`src/rtl/core/pgr_pkg.sv`:
```
`default_nettype none

package pgr_pkg;

    localparam int POS_W   = 16;
    localparam int TIME_W  = 32;
    localparam int CNT_W   = 4;
    localparam int KIND_W  = 3;
    localparam int STATE_W = 3;
    localparam int THR_W   = 33;
    localparam int IDX_W   = 2;

    // primary point states
    localparam logic [STATE_W-1:0] ST_DOWN        = 3'd0;
    localparam logic [STATE_W-1:0] ST_UP          = 3'd1;
    localparam logic [STATE_W-1:0] ST_MOTION      = 3'd2;
    localparam logic [STATE_W-1:0] ST_STATIONARY  = 3'd3;
    localparam logic [STATE_W-1:0] ST_INTERRUPTED = 3'd4;

    // gesture report kinds
    localparam logic [KIND_W-1:0] K_POSSIBLE   = 3'd0;
    localparam logic [KIND_W-1:0] K_STARTED    = 3'd1;
    localparam logic [KIND_W-1:0] K_CONTINUING = 3'd2;
    localparam logic [KIND_W-1:0] K_FINISHED   = 3'd3;
    localparam logic [KIND_W-1:0] K_CANCELLED  = 3'd4;

    // configuration register indexes
    localparam logic [IDX_W-1:0] CFG_MIN_TOUCHES  = 2'd0;
    localparam logic [IDX_W-1:0] CFG_MAX_TOUCHES  = 2'd1;
    localparam logic [IDX_W-1:0] CFG_THRESHOLD_SQ = 2'd2;

    localparam logic [THR_W-1:0] THRESHOLD_SQ_RESET = 33'd25600;

    typedef struct packed {
        logic [CNT_W-1:0] min_touches;
        logic [CNT_W-1:0] max_touches;
        logic [THR_W-1:0] threshold_sq;
    } cfg_t;

    typedef struct packed {
        logic [KIND_W-1:0]       kind;
        logic signed [POS_W-1:0] cur_x;
        logic signed [POS_W-1:0] cur_y;
        logic signed [POS_W-1:0] prev_x;
        logic signed [POS_W-1:0] prev_y;
        logic [TIME_W-1:0]       time_delta;
        logic [CNT_W-1:0]        touch_count;
        logic [TIME_W-1:0]       report_time;
        logic                    last;
    } report_t;

    typedef struct packed {
        logic [1:0] n;
        report_t    r0;
        report_t    r1;
    } push_t;

endpackage

`default_nettype wire

```
`src/rtl/core/pan_gesture_recognizer.sv`:
```
// Pan gesture recognizer.
// Input stream: one touch event per beat on s_*; output stream: gesture reports
// on m_*, zero to two per event, m_tlast set on the final report of an event.
// Configuration: cfg_valid/cfg_ready write channel, cfg_index selects
// min_touches (0), max_touches (1) or motion_threshold_sq (2); other indexes
// are dropped. Write only while no event is in flight.
// Timing: in the front end an event goes through the squared distance from
// the touch-down point, then the phase decision, so s_tready drops after every
// accepted beat and no new event is taken until the decision is done. The
// decision pushes the reports of an event, a second one behind the first, into
// a QUEUE_DEPTH-entry queue ahead of an output register that drives m_*, so the
// input keeps flowing while m_tready is low until the queue cannot take two
// more reports; then s_tready stays low.
// Reset (aresetn low, synchronous): phase clear, history empty, registers at
// min 1, max 1, threshold 25600, queue and output register empty.
`default_nettype none

module pan_gesture_recognizer #(
    parameter int QUEUE_DEPTH = 4
) (
    input  wire logic         aclk,
    input  wire logic         aresetn,
    input  wire logic         s_tvalid,
    output logic              s_tready,
    // point_count, pos_x, pos_y, event_time, secondary_up, zero fill
    input  wire logic [71:0]  s_tdata,
    // primary_state
    input  wire logic [2:0]   s_tuser,
    output logic              m_tvalid,
    input  wire logic         m_tready,
    // cur_x, cur_y, prev_x, prev_y, time_delta, touch_count, report_time, zero fill
    output logic [135:0]      m_tdata,
    // gesture_kind
    output logic [2:0]        m_tuser,
    output logic              m_tlast,
    input  wire logic         cfg_valid,
    output logic              cfg_ready,
    input  wire logic [pgr_pkg::IDX_W-1:0] cfg_index,
    input  wire logic [pgr_pkg::THR_W-1:0] cfg_data
);
    import pgr_pkg::*;

    cfg_t    cfg_reg, cfg_next;
    push_t   push;
    logic    room2;
    logic    q_valid, q_ready;
    report_t q_rep, m_rep;

    assign cfg_ready = aresetn;

    always_comb begin
        cfg_next = cfg_reg;
        if (cfg_valid) begin
            case (cfg_index)
                CFG_MIN_TOUCHES:  cfg_next.min_touches  = cfg_data[CNT_W-1:0];
                CFG_MAX_TOUCHES:  cfg_next.max_touches  = cfg_data[CNT_W-1:0];
                CFG_THRESHOLD_SQ: cfg_next.threshold_sq = cfg_data;
                default:          cfg_next = cfg_reg;
            endcase
        end
    end

    always_ff @(posedge aclk) begin
        if (!aresetn) begin
            cfg_reg.min_touches  <= 4'd1;
            cfg_reg.max_touches  <= 4'd1;
            cfg_reg.threshold_sq <= THRESHOLD_SQ_RESET;
        end else begin
            cfg_reg <= cfg_next;
        end
    end

    pgr_front u_front (
        .aclk     (aclk),
        .aresetn  (aresetn),
        .cfg      (cfg_reg),
        .in_valid (s_tvalid),
        .in_ready (s_tready),
        .in_state (s_tuser),
        .in_count (s_tdata[3:0]),
        .in_x     ($signed(s_tdata[19:4])),
        .in_y     ($signed(s_tdata[35:20])),
        .in_time  (s_tdata[67:36]),
        .in_sec   (s_tdata[68]),
        .room2    (room2),
        .push     (push)
    );

    pgr_queue #(
        .DEPTH (QUEUE_DEPTH)
    ) u_queue (
        .aclk      (aclk),
        .aresetn   (aresetn),
        .push      (push),
        .room2     (room2),
        .out_valid (q_valid),
        .out_ready (q_ready),
        .out_rep   (q_rep)
    );

    pgr_back u_back (
        .aclk      (aclk),
        .aresetn   (aresetn),
        .in_valid  (q_valid),
        .in_ready  (q_ready),
        .in_rep    (q_rep),
        .out_valid (m_tvalid),
        .out_ready (m_tready),
        .out_rep   (m_rep)
    );

    assign m_tdata = {4'b0, m_rep.report_time, m_rep.touch_count, m_rep.time_delta,
                      m_rep.prev_y, m_rep.prev_x, m_rep.cur_y, m_rep.cur_x};
    assign m_tuser = m_rep.kind;
    assign m_tlast = m_rep.last;

`ifndef NO_ASSERTIONS
    a_busy_after_beat: assert property (@(posedge aclk) disable iff (!aresetn)
        s_tvalid && s_tready |=> !s_tready)
        else $error("input accepted on consecutive cycles");

    a_push_after_beat: assert property (@(posedge aclk) disable iff (!aresetn)
        push.n != 2'd0 |-> $past(s_tvalid && s_tready))
        else $error("reports pushed without an accepted event");

    a_pair_last: assert property (@(posedge aclk) disable iff (!aresetn)
        push.n == 2'd2 |-> (!push.r0.last && push.r1.last))
        else $error("last flag wrong on a report pair");

    a_single_last: assert property (@(posedge aclk) disable iff (!aresetn)
        push.n == 2'd1 |-> push.r0.last)
        else $error("last flag missing on a single report");
`endif

endmodule

`default_nettype wire

```
`src/rtl/core/pgr_front.sv`:
```
`default_nettype none

module pgr_front (
    input  wire logic                           aclk,
    input  wire logic                           aresetn,
    input  wire pgr_pkg::cfg_t                  cfg,
    input  wire logic                           in_valid,
    output logic                                in_ready,
    input  wire logic [pgr_pkg::STATE_W-1:0]    in_state,
    input  wire logic [pgr_pkg::CNT_W-1:0]      in_count,
    input  wire logic signed [pgr_pkg::POS_W-1:0] in_x,
    input  wire logic signed [pgr_pkg::POS_W-1:0] in_y,
    input  wire logic [pgr_pkg::TIME_W-1:0]     in_time,
    input  wire logic                           in_sec,
    input  wire logic                           room2,
    output pgr_pkg::push_t                      push
);
    import pgr_pkg::*;

    typedef enum logic [2:0] {
        PH_CLEAR,
        PH_POSSIBLE,
        PH_STARTED,
        PH_FINISHED,
        PH_FAILED
    } phase_t;

    phase_t                  phase_reg, phase_next;
    logic                    busy_reg;
    logic [1:0]              hist_reg, hist_next, hist_post;
    logic signed [POS_W-1:0] down_x_reg, down_y_reg, down_x_next, down_y_next;
    logic [TIME_W-1:0]       down_time_reg, down_time_next;
    logic signed [POS_W-1:0] newest_x_reg, newest_y_reg, newest_x_next, newest_y_next;
    logic [TIME_W-1:0]       newest_time_reg, newest_time_next;
    logic signed [POS_W-1:0] older_x_reg, older_y_reg, older_x_next, older_y_next;
    logic [TIME_W-1:0]       older_time_reg, older_time_next;

    logic [STATE_W-1:0]      ev_state_reg;
    logic [CNT_W-1:0]        ev_count_reg;
    logic signed [POS_W-1:0] ev_x_reg, ev_y_reg;
    logic [TIME_W-1:0]       ev_time_reg;
    logic                    ev_sec_reg;
    logic [31:0]             sqx_reg, sqy_reg;

    logic                    accept;
    logic signed [POS_W:0]   dx, dy;
    logic signed [2*POS_W+1:0] px, py;
    logic                    moved, in_range, sec_up;
    logic                    rec, clr, set_down;
    logic [1:0]              n_rep;
    report_t                 rep0, rep1;

    function automatic report_t mk_rep(
        input logic [KIND_W-1:0]       kind,
        input logic [1:0]              hist,
        input logic signed [POS_W-1:0] ox,
        input logic signed [POS_W-1:0] oy,
        input logic [TIME_W-1:0]       ot,
        input logic signed [POS_W-1:0] dnx,
        input logic signed [POS_W-1:0] dny,
        input logic [TIME_W-1:0]       dnt,
        input logic signed [POS_W-1:0] ex,
        input logic signed [POS_W-1:0] ey,
        input logic [TIME_W-1:0]       et,
        input logic [CNT_W-1:0]        ec
    );
        report_t r;
        r.kind        = kind;
        r.cur_x       = ex;
        r.cur_y       = ey;
        r.prev_x      = ex;
        r.prev_y      = ey;
        r.time_delta  = '0;
        r.touch_count = ec;
        r.report_time = et;
        r.last        = 1'b1;
        if (hist == 2'd2) begin
            if (kind == K_STARTED) begin
                r.prev_x     = dnx;
                r.prev_y     = dny;
                r.time_delta = et - dnt;
            end else begin
                r.prev_x     = ox;
                r.prev_y     = oy;
                r.time_delta = et - ot;
            end
        end
        return r;
    endfunction

    assign in_ready = aresetn && !busy_reg && room2;
    assign accept   = in_valid && in_ready;

    // squared distance from touch-down, first half of the event
    always_comb begin
        dx = $signed({in_x[POS_W-1], in_x}) - $signed({down_x_reg[POS_W-1], down_x_reg});
        dy = $signed({in_y[POS_W-1], in_y}) - $signed({down_y_reg[POS_W-1], down_y_reg});
        px = dx * dx;
        py = dy * dy;
    end

    assign moved    = ({1'b0, sqx_reg} + {1'b0, sqy_reg}) >= cfg.threshold_sq;
    assign in_range = (ev_count_reg >= cfg.min_touches) && (ev_count_reg <= cfg.max_touches);
    assign sec_up   = ev_sec_reg && (ev_count_reg >= 4'd2);
    assign hist_post = (hist_reg == 2'd2) ? 2'd2 : hist_reg + 2'd1;

    always_comb begin
        phase_next = phase_reg;
        rec        = 1'b0;
        clr        = 1'b0;
        set_down   = 1'b0;
        n_rep      = 2'd0;
        rep0       = '0;
        rep1       = '0;
        if (ev_state_reg == ST_INTERRUPTED) begin
            if (phase_reg == PH_STARTED || phase_reg == PH_POSSIBLE) begin
                rec   = 1'b1;
                rep0  = mk_rep(K_CANCELLED, hist_post, newest_x_reg, newest_y_reg,
                               newest_time_reg, down_x_reg, down_y_reg, down_time_reg,
                               ev_x_reg, ev_y_reg, ev_time_reg, ev_count_reg);
                n_rep = 2'd1;
            end
            phase_next = PH_CLEAR;
            clr        = 1'b1;
        end else begin
            case (phase_reg)
                PH_CLEAR: begin
                    if (ev_state_reg == ST_DOWN) begin
                        set_down = 1'b1;
                        rec      = 1'b1;
                        if (ev_count_reg == cfg.min_touches) begin
                            phase_next = PH_POSSIBLE;
                            rep0  = mk_rep(K_POSSIBLE, hist_reg, older_x_reg, older_y_reg,
                                           older_time_reg, down_x_reg, down_y_reg,
                                           down_time_reg, ev_x_reg, ev_y_reg, ev_time_reg,
                                           ev_count_reg);
                            n_rep = 2'd1;
                        end
                    end
                end
                PH_POSSIBLE: begin
                    if (in_range) begin
                        if (ev_state_reg == ST_MOTION) begin
                            rec = 1'b1;
                            if (moved) begin
                                phase_next = PH_STARTED;
                                rep0  = mk_rep(K_STARTED, hist_post, newest_x_reg,
                                               newest_y_reg, newest_time_reg, down_x_reg,
                                               down_y_reg, down_time_reg, ev_x_reg,
                                               ev_y_reg, ev_time_reg, ev_count_reg);
                                n_rep = 2'd1;
                            end
                        end else if (ev_state_reg == ST_UP) begin
                            if (moved) begin
                                rep0 = mk_rep(K_STARTED, hist_reg, older_x_reg, older_y_reg,
                                              older_time_reg, down_x_reg, down_y_reg,
                                              down_time_reg, ev_x_reg, ev_y_reg,
                                              ev_time_reg, ev_count_reg);
                                rep0.last = 1'b0;
                                rec  = 1'b1;
                                rep1 = mk_rep(K_FINISHED, hist_post, newest_x_reg,
                                              newest_y_reg, newest_time_reg, down_x_reg,
                                              down_y_reg, down_time_reg, ev_x_reg,
                                              ev_y_reg, ev_time_reg, ev_count_reg);
                                n_rep = 2'd2;
                            end else begin
                                rep0  = mk_rep(K_CANCELLED, hist_reg, older_x_reg,
                                               older_y_reg, older_time_reg, down_x_reg,
                                               down_y_reg, down_time_reg, ev_x_reg,
                                               ev_y_reg, ev_time_reg, ev_count_reg);
                                n_rep = 2'd1;
                            end
                            phase_next = PH_CLEAR;
                            clr        = 1'b1;
                        end
                    end else begin
                        rep0  = mk_rep(K_CANCELLED, hist_reg, older_x_reg, older_y_reg,
                                       older_time_reg, down_x_reg, down_y_reg,
                                       down_time_reg, ev_x_reg, ev_y_reg, ev_time_reg,
                                       ev_count_reg);
                        n_rep = 2'd1;
                        if (ev_count_reg == 4'd1 && ev_state_reg == ST_UP) begin
                            phase_next = PH_CLEAR;
                            clr        = 1'b1;
                        end else begin
                            phase_next = PH_FAILED;
                        end
                    end
                end
                PH_STARTED: begin
                    rec = 1'b1;
                    if (in_range) begin
                        if (ev_state_reg == ST_MOTION) begin
                            rep0  = mk_rep(K_CONTINUING, hist_post, newest_x_reg,
                                           newest_y_reg, newest_time_reg, down_x_reg,
                                           down_y_reg, down_time_reg, ev_x_reg, ev_y_reg,
                                           ev_time_reg, ev_count_reg);
                            n_rep = 2'd1;
                        end else if (ev_state_reg == ST_UP) begin
                            rep0  = mk_rep(K_FINISHED, hist_post, newest_x_reg,
                                           newest_y_reg, newest_time_reg, down_x_reg,
                                           down_y_reg, down_time_reg, ev_x_reg, ev_y_reg,
                                           ev_time_reg, ev_count_reg);
                            n_rep = 2'd1;
                            phase_next = PH_CLEAR;
                            clr        = 1'b1;
                        end else if (ev_state_reg == ST_STATIONARY) begin
                            if (ev_count_reg == cfg.min_touches && sec_up) begin
                                rep0  = mk_rep(K_FINISHED, hist_post, newest_x_reg,
                                               newest_y_reg, newest_time_reg, down_x_reg,
                                               down_y_reg, down_time_reg, ev_x_reg,
                                               ev_y_reg, ev_time_reg, ev_count_reg);
                                n_rep = 2'd1;
                                phase_next = PH_FINISHED;
                            end
                        end
                    end else begin
                        rep0  = mk_rep(K_FINISHED, hist_post, newest_x_reg, newest_y_reg,
                                       newest_time_reg, down_x_reg, down_y_reg,
                                       down_time_reg, ev_x_reg, ev_y_reg, ev_time_reg,
                                       ev_count_reg);
                        n_rep = 2'd1;
                        if (ev_count_reg == 4'd1 && ev_state_reg == ST_UP) begin
                            phase_next = PH_CLEAR;
                            clr        = 1'b1;
                        end else begin
                            phase_next = PH_FINISHED;
                        end
                    end
                end
                default: begin
                    if (ev_state_reg == ST_UP) begin
                        phase_next = PH_CLEAR;
                        clr        = 1'b1;
                    end
                end
            endcase
        end
    end

    always_comb begin
        hist_next        = hist_reg;
        newest_x_next    = newest_x_reg;
        newest_y_next    = newest_y_reg;
        newest_time_next = newest_time_reg;
        older_x_next     = older_x_reg;
        older_y_next     = older_y_reg;
        older_time_next  = older_time_reg;
        down_x_next      = down_x_reg;
        down_y_next      = down_y_reg;
        down_time_next   = down_time_reg;
        if (set_down) begin
            down_x_next    = ev_x_reg;
            down_y_next    = ev_y_reg;
            down_time_next = ev_time_reg;
        end
        if (rec) begin
            older_x_next     = newest_x_reg;
            older_y_next     = newest_y_reg;
            older_time_next  = newest_time_reg;
            newest_x_next    = ev_x_reg;
            newest_y_next    = ev_y_reg;
            newest_time_next = ev_time_reg;
            hist_next        = hist_post;
        end
        if (clr) begin
            hist_next = 2'd0;
        end
    end

    always_comb begin
        push.n  = busy_reg ? n_rep : 2'd0;
        push.r0 = rep0;
        push.r1 = rep1;
    end

    always_ff @(posedge aclk) begin
        if (!aresetn) begin
            phase_reg <= PH_CLEAR;
            busy_reg  <= 1'b0;
            hist_reg  <= 2'd0;
        end else begin
            if (accept) begin
                busy_reg <= 1'b1;
            end else if (busy_reg) begin
                busy_reg <= 1'b0;
            end
            if (busy_reg) begin
                phase_reg <= phase_next;
                hist_reg  <= hist_next;
            end
        end
        if (accept) begin
            ev_state_reg <= in_state;
            ev_count_reg <= in_count;
            ev_x_reg     <= in_x;
            ev_y_reg     <= in_y;
            ev_time_reg  <= in_time;
            ev_sec_reg   <= in_sec;
            sqx_reg      <= px[31:0];
            sqy_reg      <= py[31:0];
        end
        if (busy_reg) begin
            down_x_reg      <= down_x_next;
            down_y_reg      <= down_y_next;
            down_time_reg   <= down_time_next;
            newest_x_reg    <= newest_x_next;
            newest_y_reg    <= newest_y_next;
            newest_time_reg <= newest_time_next;
            older_x_reg     <= older_x_next;
            older_y_reg     <= older_y_next;
            older_time_reg  <= older_time_next;
        end
    end

endmodule

`default_nettype wire

```
`src/rtl/core/pgr_queue.sv`:
```
`default_nettype none

module pgr_queue #(
    parameter int DEPTH = 4
) (
    input  wire logic             aclk,
    input  wire logic             aresetn,
    input  wire pgr_pkg::push_t   push,
    output logic                  room2,
    output logic                  out_valid,
    input  wire logic             out_ready,
    output pgr_pkg::report_t      out_rep
);
    import pgr_pkg::*;

    localparam int AW = (DEPTH > 1) ? $clog2(DEPTH) : 1;
    localparam int CW = $clog2(DEPTH + 1);

    report_t         mem [DEPTH];
    logic [AW-1:0]   wr_reg, wr_next, wr_p1, rd_reg, rd_next;
    logic [CW-1:0]   cnt_reg, cnt_next;
    logic            pop;

    function automatic logic [AW-1:0] ptr_inc(input logic [AW-1:0] p);
        return (p == AW'(DEPTH - 1)) ? '0 : p + AW'(1);
    endfunction

    assign out_valid = (cnt_reg != '0);
    assign out_rep   = mem[rd_reg];
    assign pop       = out_valid && out_ready;
    assign room2     = (cnt_reg <= CW'(DEPTH - 2));

    always_comb begin
        wr_p1 = ptr_inc(wr_reg);
        case (push.n)
            2'd1:    wr_next = wr_p1;
            2'd2:    wr_next = ptr_inc(wr_p1);
            default: wr_next = wr_reg;
        endcase
        rd_next  = pop ? ptr_inc(rd_reg) : rd_reg;
        cnt_next = cnt_reg + CW'(push.n) - CW'(pop);
    end

    always_ff @(posedge aclk) begin
        if (!aresetn) begin
            wr_reg  <= '0;
            rd_reg  <= '0;
            cnt_reg <= '0;
        end else begin
            wr_reg  <= wr_next;
            rd_reg  <= rd_next;
            cnt_reg <= cnt_next;
        end
    end

    always_ff @(posedge aclk) begin
        if (push.n != 2'd0) begin
            mem[wr_reg] <= push.r0;
        end
        if (push.n == 2'd2) begin
            mem[wr_p1] <= push.r1;
        end
    end

endmodule

`default_nettype wire

```
`src/rtl/core/pgr_back.sv`:
```
`default_nettype none

module pgr_back (
    input  wire logic              aclk,
    input  wire logic              aresetn,
    input  wire logic              in_valid,
    output logic                   in_ready,
    input  wire pgr_pkg::report_t  in_rep,
    output logic                   out_valid,
    input  wire logic              out_ready,
    output pgr_pkg::report_t       out_rep
);
    import pgr_pkg::*;

    logic    valid_reg;
    report_t rep_reg;

    assign in_ready  = !valid_reg || out_ready;
    assign out_valid = valid_reg;
    assign out_rep   = rep_reg;

    always_ff @(posedge aclk) begin
        if (!aresetn) begin
            valid_reg <= 1'b0;
        end else if (in_ready) begin
            valid_reg <= in_valid;
        end
        if (in_ready && in_valid) begin
            rep_reg <= in_rep;
        end
    end

endmodule

`default_nettype wire
```
`config.mk`:
```
export PLATFORM = sky130hd
export DESIGN_NAME = pan_gesture_recognizer
export DESIGN_NICKNAME = d
export VERILOG_FILES = /design/src/rtl/core/pgr_pkg.sv /design/src/rtl/core/pan_gesture_recognizer.sv /design/src/rtl/core/pgr_front.sv /design/src/rtl/core/pgr_queue.sv /design/src/rtl/core/pgr_back.sv
export SDC_FILE = /design/constraint.sdc
export NUM_CORES = 2
export LEC_CHECK = 0
export BUFFER_PORTS_ARGS = -buffer_cell sky130_fd_sc_hd__buf_2
export CAP_MARGIN = 20
export CORE_UTILIZATION = 60
export CTS_BUF_LIST = sky130_fd_sc_hd__clkbuf_16
export CTS_CLUSTER_SIZE = 16
export DETAILED_ROUTE_END_ITERATION = 8
export GPL_TIMING_DRIVEN = 1
export PLACE_DENSITY = 0.78
export SYNTH_ARGS = -nofsm -noshare
export SYNTH_HDL_FRONTEND = slang
export SYNTH_SLANG_ARGS = --single-unit
```
`constraint.sdc`:
```
create_clock -name aclk -period 15.5 [get_ports aclk]
set_input_delay 2.325 -clock aclk [delete_from_list [all_inputs] [get_ports aclk]]
set_output_delay 2.325 -clock aclk [all_outputs]
set_load 0.02 [all_outputs]
```
# Word-level counts from Yosys, hierarchy flattened
# Memories as Yosys holds them, arrays and structs flattened. A register that Yosys moved wholly into a read port is not among the register bits.
# Index checks and enable logic that the tools add are counted.
[totals]
mem_count = 1
ff_bits = 383
ram_bits = 544
[classes]
n_lt_le_gt_ge = 5
multipliers = 2
n_addsub = 12
n_reduce_logical = 27
eq_ne = 23
muxes = 84
[mem_list]
columns = ["memory", "words", "width", "rd", "rd_ports_with_merged_regs", "wr", "line", "source"]
rows = [
  ["u_queue.mem", 4, 136, 1, 1, 2, "pgr_queue.sv:19", "report_t mem [DEPTH];"],
]
[ops]
columns = ["op", "n"]
rows = [
  ["$mux W136", 16],
  ["$pmux W136 S3", 1],
  ["$mux W135", 2],
  ["$mux W64", 4],
  ["$mux W134", 1],
  ["$mux W133", 1],
  ["$sub A32 B32 Y32", 3],
  ["$mul A17 B17 Y32", 2],
  ["$mux W3", 13],
  ["$mux W2", 18],
  ["$sub A16 B16 Y17", 2],
  ["$add A32 B32 Y33", 1],
  ["$ge A33 B33 Y1", 1],
  ["$mux W1", 23],
  ["$eq A2 B2 Y1 const B", 7],
  ["$reduce_and A2 Y1", 6],
  ["$ne A5 B5 Y1 const B", 2],
  ["$eq A3 B2 Y1 const B", 3],
  ["$pmux W3 S3", 1],
  ["$add A2 B1 Y2 const B", 4],
  ["$logic_and A1 B1 Y1", 8],
  ["$reduce_and A7 Y1", 1],
  ["$eq A3 B1 Y1 const B", 2],
  ["$logic_not A3 Y1", 2],
  ["other kinds (23)", 29],
]

# Longest topological paths before layout
[depth]
ltp_word = 14
mapped_depth = 38

# By module
# A second synthesis with hierarchy kept.
[unflattened]
hier_cells = 6157
area_unflattened_um2 = 74517.7
[by_module_without_submodules]
columns = ["mod", "area_per_inst_um2", "cells_per_inst", "seq_area_each_um2", "instances"]
rows = [
  ["pgr_front", 41760.1, 4452, 9909.5, 1],
  ["pgr_queue", 26945.8, 1385, 16515.8, 1],
  ["pgr_back", 4141.5, 141, 4103.9, 1],
  ["pan_gesture_recognizer", 1670.4, 179, 820.8, 1],
]

# Least setup slack after synthesis
# OpenSTA, ideal clock, no wires.
[synth_path]
kind = "flip-flop to flip-flop"
start = "register u_front.sqy_reg[6]"
end = "register u_front.hist_reg[0]"
setup_slack_ns = 1.184
required_ns = 15.356
path_buffers = 1
arrival_ns = 14.171
stages_incl_launch_ff = 25
period_less_slack_ns = 14.316
setup_time_ns = 0.144
path_cell_list = "edfxtp_1 ha_1 nor3_1 nor4b_1 a211o_1 nor3_1 a21oi_1 a41oi_1 a211oi_1 nand4_1 and4b_1 o21bai_1 xor2_1 ha_1 nand4_1 nor2_1 nand4_1 a32o_1 nand2_2 clkbuf_1 a21oi_1 o21ai_0 nor2_1 a32oi_1 nor2_1"
[synth_via]
elab_chain_cells = 10
[synth_rtl]
columns = ["item", "line", "source"]
rows = [
  ["start: declaration", "pgr_front.sv:43", "logic [31:0] sqx_reg, sqy_reg;"],
  ["start signal: assignment", "pgr_front.sv:301", "sqy_reg <= py[31:0];"],
  ["$add A32 B32 Y33", "pgr_front.sv:102", "assign moved = ({1'b0, sqx_reg} + {1'b0, sqy_reg}) >= cfg.threshold_sq;"],
  ["$ge A33 B33 Y1", "pgr_front.sv:102", ""],
  ["$mux W1", "pgr_front.sv:154", "if (moved) begin"],
  ["$mux W1", "pgr_front.sv:153", "end else if (ev_state_reg == ST_UP) begin"],
  ["$mux W1", "pgr_front.sv:143", "if (ev_state_reg == ST_MOTION) begin"],
  ["$mux W1", "pgr_front.sv:142", "if (in_range) begin"],
  ["$pmux W1 S3", "pgr_front.sv:126", "case (phase_reg)"],
  ["$mux W1", "pgr_front.sv:115", "if (ev_state_reg == ST_INTERRUPTED) begin"],
  ["$reduce_bool A2 Y1 (no line)", "-", ""],
  ["$reduce_and A2 Y1 (no line)", "-", ""],
  ["end signal: assignment", "pgr_front.sv:290", "hist_reg <= hist_next;"],
  ["end: declaration", "pgr_front.sv:30", "logic [1:0] hist_reg, hist_next, hist_post;"],
]
# No other way between the ends.
# A chain may end at the register's enable or synchronous reset.

# Worst setup path after layout
[layout_path]
start = "input s_tdata[4]"
end = "register u_front.sqx_reg[31], data pin"
[layout_via]
elab_chain_cells = 2
[layout_rtl]
columns = ["item", "line", "source"]
rows = [
  ["start: declaration", "pan_gesture_recognizer.sv:26", "input wire logic [71:0] s_tdata,"],
  ["$sub A16 B16 Y17", "pgr_front.sv:96", "dx = $signed({in_x[POS_W-1], in_x}) - $signed({down_x_reg[POS_W-1], down_x_reg});"],
  ["$mul A17 B17 Y32", "pgr_front.sv:98", "px = dx * dx;"],
  ["named net u_front.px[31]", "pgr_front.sv:47", "logic signed [2*POS_W+1:0] px, py;"],
  ["end signal: assignment", "pgr_front.sv:300", "sqx_reg <= px[31:0];"],
  ["end: declaration", "pgr_front.sv:43", ""],
]
# The timed path passes the listed nets, and every way through them passes these cells.

==> reports/metrics.yaml <==
outcome: "complete, no violations"
placeableCoreArea_um2: 118000
drt-initial-drc-count: 6472
initial_utilization: 0.605
synth-edff-count: 1002
critical-path-top-cell-by-count: "sky130_fd_sc_hd__fa_1"
die_y_um: 347
setup_total_negative_slack_ns: 0
holdBufCountCts: 0
layout_worst_path_cycle_share: 0.712
most_frequent_cells_in_the_layout: "sky130_fd_sc_hd__edfxtp_1, sky130_fd_sc_hd__inv_1, sky130_fd_sc_hd__fa_1"
worst-slew-pin-transition_ns: 1.15
drt-vias-per-instance: 6.22
unrepaired_setup_endpoints_after_global_routing: "no"
end_kind: "register"
layout_commonest_cell: "sky130_fd_sc_hd__edfxtp_1"
hold_removal_path_class: "register to register"
detailed_place_hpwl_um: 131000
clk_latency_ns: 0.75
cts_post_setup_buffers_inserted: 0
timing.critical_path.arrival_ns: 11.48
io_buffers: 250
gpl_wtd_cong: 0.944
detailed_router_iteration_count_before_antenna_repair: 7
synth_async_sr_flop_share: 0
setup-violations-final: 0
cts_num_sinks: 1061
grt_first_pass_wirelength_um: 292000
clock-root-buffer: "sky130_fd_sc_hd__clkbuf_16"
timing.critical_path.slowest_stage_cell: "sky130_fd_sc_hd__clkinv_1"
grt-ovfl-total: 0
wire_per_inst_um: 23.6
floorplan.rows: 126
maxSlewHeadroom: 0.231
htreeDepth: 3
startpoint_kind_of_the_worst_setup_timing_path: "primary input"
worst-endpoint-required_ns: 15.94
largest_register_ffs: 544
minimum_period_implied_by_the_final_worst_setup_slack_ns: 11.04
synth_top_flop_cell: "sky130_fd_sc_hd__edfxtp_1"
grt_antenna_before_repair: 18
total_count_of_max_transition_violations_in_the_final_report: 0
syn_area_um2: 71400
worst_hold_slack_ns: 0.411
ctsResizeCount: 0
netlist_instances: 6194
ys_warn_count: 0
pin_count_of_the_biggest_net_entering_global_routing: 140
post-route-drc-count: 0
cts-root-to-sink-buffers: 3
tritoncts_clock_tree: "done"
timing.critical_path.fanout_max: 18
number_of_antenna_violating_nets_in_the_routed_design: 0
final_nets: 7385
num_io_pins: 258
number_of_synthesized_register_bits: 1061
clock_skew_ns: 0.0638
ys_seq_area_frac: 0.438
first_global_vias: 50500
hold_viol: 0
cts.clk_slew.worst_paths_ns: 0.07
maxClockFrequency_mhz: 90.6
critPathKind: "primary input to register"
die-width_um: 347
synth_cell_type_count: 103
maximum_capacitance_violations: 0
grt_util_all_layers: 0.317
postSynthAreaPerCell_um2: 11.5
final_layout_size_suffix_gt1_frac: 0.114
timing.critical_path.slowest_cell_delay_ns: 0.66
design.die.area_um2: 120000
detailed_route_via_count: 49800
drt_wl_total_um: 189000
flow.area_growth_from_synthesis_pct: 8.94
finalCoreUtilization: 0.659
tritoncts.num_buffers: 109
## cell families (layout without fill, tap and decap cells)
kind of cell / after synthesis / in the layout / synth area share
AO/OA/AOI/OAI: 1228 / 1228 / 0.114
XOR/XNOR: 220 / 220 / 0.0271
adder cells (fa/ha/maj): 893 / 893 / 0.211
buffers and inverters: 1130 / 1399 / 0.0617
flip-flops: 1061 / 1061 / 0.438
multiplexers: 179 / 179 / 0.0490
other: 1 / 5 / 0.0000526
AND/OR/NAND/NOR: 1482 / 1482 / 0.0989
## worst paths after layout
check                                              from                                    to  slack, ns  cells past startpoint
setup / recovery                             s_tdata[4]         u_front.sqx_reg[31]$_DFFE_PP_       4.46                     36
hold / removal    u_front.newest_time_reg[10]$_DFFE_PP_  u_front.older_time_reg[10]$_DFFE_PP_       0.41                      0
setup reg to reg           u_front.sqx_reg[7]$_DFFE_PP_         u_queue.mem[1][121]$_DFFE_PP_       5.08                     28
hold reg to reg   u_front.newest_time_reg[10]$_DFFE_PP_  u_front.older_time_reg[10]$_DFFE_PP_       0.41                      0
## metal layers
| metal | up-vias | global-route usage | share of wire |
|---|---|---|---|
| li1 | 22000 | - | - |
| met1 | 24500 | 0.435 | 0.39 |
| met2 | 2779 | 0.499 | 0.46 |
| met3 | 454 | 0.0766 | 0.12 |
| met5 | - | 0 | 0.00091 |
| met4 | 26 | 0.106 | 0.033 |
## worst max-delay path: cells and delay by family
| family | cells | cell delay, ns |
|---|---|---|
| xor gates and xnor gates | 1 | 0.09 |
| adders and majority gates | 9 | 3.63 |
| and+or+nand+nor | 5 | 0.72 |
| buffers and inverters | 7 | 1.26 |
| AOI/OAI and AO/OA | 14 | 3.43 |
## stage by stage
step	cell area (µm²)	setup slack (ns)	std cells
6_report	77700	4.46	8003
2_1_floorplan	71400	1.18	6197
3_3_place_gp	74200	3.99	7800
4_1_cts	77700	4.52	8001
5_1_grt	77700	3.95	8002
3_5_place_dp	74200	3.80	7801
## final cells by class
| class | instances | area [µm²] |
|---|---|---|
| Fill cell | 8551 | 40200 |
| Multi-Input combinational cell | 4006 | 35900 |
| Sequential cell | 1061 | 31300 |
| Inverter | 876 | 3290 |
| Clock buffer | 111 | 2780 |
| Tap cell | 1536 | 1920 |
| Timing Repair Buffer | 323 | 1830 |
| Clock inverter | 89 | 722 |
| Antenna cell | 1 | 2.50 |
## Yosys cell counts, types with 59 or more instances
library cell,number,share of area
sky130_fd_sc_hd__ha_1,373,0.065
sky130_fd_sc_hd__nor2b_1,62,0.0054
sky130_fd_sc_hd__xor2_1,70,0.0086
sky130_fd_sc_hd__nand3_1,87,0.0061
sky130_fd_sc_hd__a211oi_1,59,0.0062
sky130_fd_sc_hd__xnor2_1,149,0.018
sky130_fd_sc_hd__clkbuf_1,181,0.0095
sky130_fd_sc_hd__nand2_1,462,0.024
sky130_fd_sc_hd__mux4_2,136,0.043
sky130_fd_sc_hd__and2_1,288,0.025
sky130_fd_sc_hd__edfxtp_1,1002,0.42
sky130_fd_sc_hd__o21ai_0,208,0.015
sky130_fd_sc_hd__o22ai_1,247,0.022
sky130_fd_sc_hd__a21oi_1,288,0.020
sky130_fd_sc_hd__fa_1,520,0.15
sky130_fd_sc_hd__inv_1,865,0.046
sky130_fd_sc_hd__a21o_1,72,0.0076
sky130_fd_sc_hd__nor2_1,390,0.021
sky130_fd_sc_hd__dfxtp_1,59,0.017
Power is left out: the tool's default activity adds up to more than one toggle a clock period on the data nets, which glitch-free logic cannot reach.
